<file path="src/cffdo_pkg.sv">
// ============================================================================
// Chunked frame FIFO package
// Shared constants, codes and defaults for the chunked frame FIFO.
// ============================================================================
package cffdo_pkg;

    localparam int MAX_CHUNK_FRAMES_DEF = 64;
    localparam int MAX_CHUNKS_DEF       = 16;
    localparam int FRAME_WIDTH_DEF      = 32;

    localparam int LEN_W   = 7;
    localparam int LIM_W   = 5;
    localparam int DATA_W  = 32;
    localparam int TIME_W  = 64;
    localparam int OP_W    = 2;
    localparam int KIND_W  = 2;
    localparam int APB_AW  = 3;
    localparam int APB_DW  = 32;
    localparam int REG_SEL = 2;

    localparam logic [LEN_W-1:0] LEN_RESET = 7'd64;
    localparam logic [LIM_W-1:0] LIM_RESET = 5'd0;

    typedef enum logic [OP_W-1:0] {
        OP_PUSH  = 2'd0,
        OP_POP   = 2'd1,
        OP_FLUSH = 2'd2
    } op_t;

    typedef enum logic [KIND_W-1:0] {
        KIND_PUSH  = 2'd0,
        KIND_CHUNK = 2'd1,
        KIND_EMPTY = 2'd2,
        KIND_FLUSH = 2'd3
    } kind_t;

    typedef enum logic {
        REG_CHUNK_LENGTH = 1'b0,
        REG_CHUNK_LIMIT  = 1'b1
    } reg_idx_t;

endpackage

</file>
<file path="src/cffdo_ram.sv">
// ============================================================================
// Chunked frame FIFO storage RAM
// Simple dual-port synchronous RAM with a registered read port.
// ============================================================================
module cffdo_ram #(
    parameter int WIDTH = cffdo_pkg::FRAME_WIDTH_DEF,
    parameter int DEPTH = cffdo_pkg::MAX_CHUNKS_DEF,
    localparam int AW   = (DEPTH > 1) ? $clog2(DEPTH) : 1
) (
    input  logic             aclk,
    input  logic             we,
    input  logic [AW-1:0]    waddr,
    input  logic [WIDTH-1:0] wdata,
    input  logic             re,
    input  logic [AW-1:0]    raddr,
    output logic [WIDTH-1:0] rdata
);

    logic [WIDTH-1:0] mem [DEPTH];
    logic [WIDTH-1:0] rdata_reg;

    always_ff @(posedge aclk) begin
        if (we) begin
            mem[waddr] <= wdata;
        end
        if (re) begin
            rdata_reg <= mem[raddr];
        end
    end

    assign rdata = rdata_reg;

endmodule

</file>
<file path="config.mk">
export PLATFORM = sky130hd
export DESIGN_NAME = cffdo_ram
export DESIGN_NICKNAME = d
export VERILOG_FILES = /design/src/cffdo_pkg.sv /design/src/cffdo_ram.sv
export SDC_FILE = /design/constraint.sdc
export NUM_CORES = 1
export LEC_CHECK = 0
export BUFFER_PORTS_ARGS = -buffer_cell sky130_fd_sc_hd__buf_2
export CAP_MARGIN = 0
export CORE_MARGIN = 2
export CORE_UTILIZATION = 48
export DETAILED_ROUTE_END_ITERATION = 6
export GPL_TIMING_DRIVEN = 0
export PLACE_DENSITY = 0.64
export SYNTH_ARGS = -nofsm -noshare
export SYNTH_HDL_FRONTEND = slang
export SYNTH_SLANG_ARGS = --single-unit
</file>
<file path="constraint.sdc">
create_clock -name aclk -period 4.3 [get_ports aclk]
set_clock_uncertainty 0.2 [all_clocks]
set_input_delay 0.43 -clock aclk [delete_from_list [all_inputs] [get_ports aclk]]
set_output_delay 0.43 -clock aclk [all_outputs]
set_load 0.02 [all_outputs]
</file>
-- Word level (Yosys, flattened, before mapping)
Memories as Yosys holds them, arrays and structs flattened. A register that Yosys moved wholly into a read port is not among the register bits.
Cells that the tools add are included.
- bits in read-only memories: 0
- register bits: 0
- word-level logic and storage cells: 3
- input bits: 43
- latch bits: 0
- output and inout bits: 32
- bits in writable memories: 512
- memories: 1
- divide/modulo/power cells: 0
- $lt $le $gt $ge: 0
- $mul: 0
- shift operators: 0
- $add $sub $neg: 0
- eq/ne operators: 0
- bitwise gates (word level): 0
- mux-type cells: 2
- reduce and logical (&&, ||, !) cells: 0
- memories (memory ; words ; bits a word ; read ports ; clocked after Yosys merged registers in ; write ports ; RTL line ; text):
    mem ; 16 ; 32 ; 1 ; 1 ; 1 ; cffdo_ram.sv:19 ; logic [WIDTH-1:0] mem [DEPTH];
- operator list (cell ; count):
    $mux 1 ; 2

-- Longest topological paths before layout
- depth after elaboration: 2
- gate-level depth with buffers: 5
- gate-level depth less buffers: 3

-- Worst setup path after synthesis
OpenSTA, ideal clock, no wires.
- path type: input to register
- from: input waddr[2]
- to: memory mem[0][0] in the netlist's numbering (enable)
- arrival: 3.148 ns
- required time: 3.639 ns
- path buffers: 0
- stages: 2
- setup time: 0.461 ns
- path slack: 0.490 ns
- cell sequence: or3b_2 nor3_1
- RTL lines (what ; RTL line ; text):
    start, declared ; cffdo_ram.sv:12 ; input logic [AW-1:0] waddr,
    end, declared ; cffdo_ram.sv:19 ;
No word-level cell before the write port.

==> impl_metrics.json <==
{
  "status": "finished, final reports clean",
  "maxCapViolCount": 0,
  "nNetsFinal": 1054,
  "utilization_pct": 56.59,
  "drt-vias-per-instance": 5.865,
  "yosysWarnings": 0,
  "initial_utilization_pct": 48.31,
  "fp.dieW_um": 209.0,
  "cp_data_required_time_ps": 4420,
  "synthTopCellsByArea": "edfxtp_1 81%, mux4_2 14%, a22oi_1 2.4%",
  "dieArea_sq_mm": 0.04369,
  "critPathKind": "primary input to flop",
  "cp_max_fo": 10,
  "htree_levels": 2,
  "track_usage_pct": 20.55,
  "max-vdd-ir-drop_mv": 0.3802,
  "grt_pass1_vias": 9554,
  "yosysTopAreaCellShare_pct": 80.97,
  "insertion_delay_ps": 590,
  "final_common_cell": "edfxtp_1",
  "clk_pin_slew_ps": 60,
  "clkSinkCount": 544,
  "area_growth_pct": 17.13,
  "synthCells": 838,
  "portBuffers": 72,
  "grt_pass1_wl_um": 64010,
  "synthDistinctLibCells": 17,
  "dr.first_iter.drc_count": 944,
  "swShare_pct": 20.37,
  "place.gp.congestion": 0.6855,
  "setup_violations": 0,
  "tightest_slew_ps": 1015,
  "die_h_um": 209.0,
  "slowest_delay_ps": 780,
  "post_cts_buffers": 0,
  "yosysSeqAreaShare_pct": 80.97,
  "grt_max_degree": 33,
  "cts_buffer_depth": 3,
  "use_met1_pct": 30.92,
  "via_count": 9355,
  "cts_resized": 0,
  "wl_um": 43660,
  "finalWorstSetupSlack_ps": 2207,
  "fmax_ghz": 0.4777,
  "numCtsBuffers": 54,
  "min_period_ps": 2093,
  "crit_path_top_delay_cell": "buf_1",
  "slew_headroom_pct": 32.32,
  "avgSynthCellArea_sq_um": 24.07,
  "core_sq_mm": 0.04176,
  "grtUsageMet2_pct": 31.07,
  "drc": 0,
  "p_switching_mw": 2.264,
  "ys_ff_latch": 544,
  "fin_setup_tns_ps": 0,
  "ant_nets": 0,
  "power_frac_comb_pct": 5.2,
  "finalCritPeriodShare_pct": 48.68,
  "grt_busiest_layer": "met2",
  "power_frac_seq_pct": 54.0,
  "slew_viol_final": 0,
  "synth_area_sq_mm": 0.02017,
  "largest_reg_flops": 512,
  "crit_arrival_ps": 2210,
  "syn_nets": 881,
  "worstSetupStartpointType": "primary input",
  "dpl.hpwl_um": 26650,
  "pre_cts_ws_ps": 1628,
  "cellPowerDensity_mw_per_mm2": 470.4,
  "num_rows": 75,
  "clockRootBuffer": "clkbuf_16",
  "pwr-share-clk_pct": 40.8,
  "drive_gt1_share_pct": 31.66,
  "rsz0062_at_grt": "false",
  "min_path_type": "primary input to flop",
  "tritoncts": "built",
  "mostFrequentLayoutCells": "544 x edfxtp_1, 128 x mux4_2, 76 x buf_2",
  "grt_antenna_before_repair": 2,
  "avgRoutedWirePerCell_um": 27.37,
  "yosysTopAreaCell": "edfxtp_1",
  "p_int_mw": 8.852,
  "met3_usage_pct": 4.509,
  "crit_chain": "buf_2 > buf_1 > mux4_2 > a22oi_1 > nand2_1",
  "hold_viol": 0,
  "dr.pass1.iters": 5,
  "p_leak_nw": 7.572,
  "gr-total-overflow": 0,
  "hold_buffers": 17,
  "end_kind": "flop",
  "ios": 75
}
-- routing by layer --
metal  up-vias  share of wire (%)
li1       3959                  -
met4         2                1.6
met1      5021                 46
met2       313                 46
met3        60                6.6
met5         -              0.032
-- metrics by stage --
step / cells / power [mW] / instance area, sq um / hold slack, ps
2_1_floorplan: 838 / 6.430 / 20170 / 328.9
3_3_place_gp: 1449 / 6.657 / 21210 / 529.3
3_5_place_dp: 1477 / 6.692 / 21750 / 541.2
4_1_cts: 1594 / 11.22 / 23630 / 0.2240
5_1_grt: 1595 / 11.46 / 23630 / 16.60
6_report: 1595 / 11.12 / 23630 / 22.26
-- synth_stat cells, drive strengths merged --
cell    number
clkbuf      17
buf         26
or3b         1
nand2b       2
edfxtp     544
a22oi       64
nand3        1
mux4       128
nand2       33
nor2        13
and2         1
nand3b       2
nor3         4
nor2b        2
-- power by group through the flow --
stage	logic (mW)	clock network [mW]	registers (mW)
2_1_floorplan	0.285	0	6.14
3_3_place_gp	0.543	0	6.11
3_5_place_dp	0.579	0	6.11
4_1_cts	0.594	4.62	6.00
5_1_grt	0.626	4.82	6.01
6_report	0.582	4.53	6.00
-- worst paths after layout --
check	slack, ps	cells past startpoint	end	start
hold / removal	20	1	mem[13][8]$_DFFE_PP_	wdata[8]
setup reg to reg	2610	3	rdata[31]$_DFFE_PP_	mem[3][31]$_DFFE_PP_
setup / recovery	2210	5	rdata[26]$_DFFE_PP_	raddr[1]
hold reg to reg	550	3	rdata[2]$_DFFE_PP_	mem[14][2]$_DFFE_PP_
-- cell type report --
type                       count  area, sq um
sequential                   544        16340
fill                        2988        18130
clock buffer                  72         1483
timing repair buffer         117        958.4
buffer                        43        222.7
multi-input combinational    251         3726
tap                          539        674.4
antenna                        1        2.502
clock inverter                28        227.7
-- cells by family after synthesis --
group / after synthesis / share of synthesized area (%)
AND/OR/NAND/NOR: 59 / 1.253
flip-flops: 544 / 80.97
multiplexers: 128 / 14.29
AO/OA/AOI/OAI: 64 / 2.382
buffers and inverters: 43 / 1.104
-- critical path, delay by kind of cell --
kind | cells | cell delay [ps]
and+or+nand+nor | 1 | 130
muxes | 1 | 420
buffers and inverters | 2 | 1010
AOI/OAI and AO/OA | 1 | 220
No activity file was read; power rests on OpenSTA's default activity.
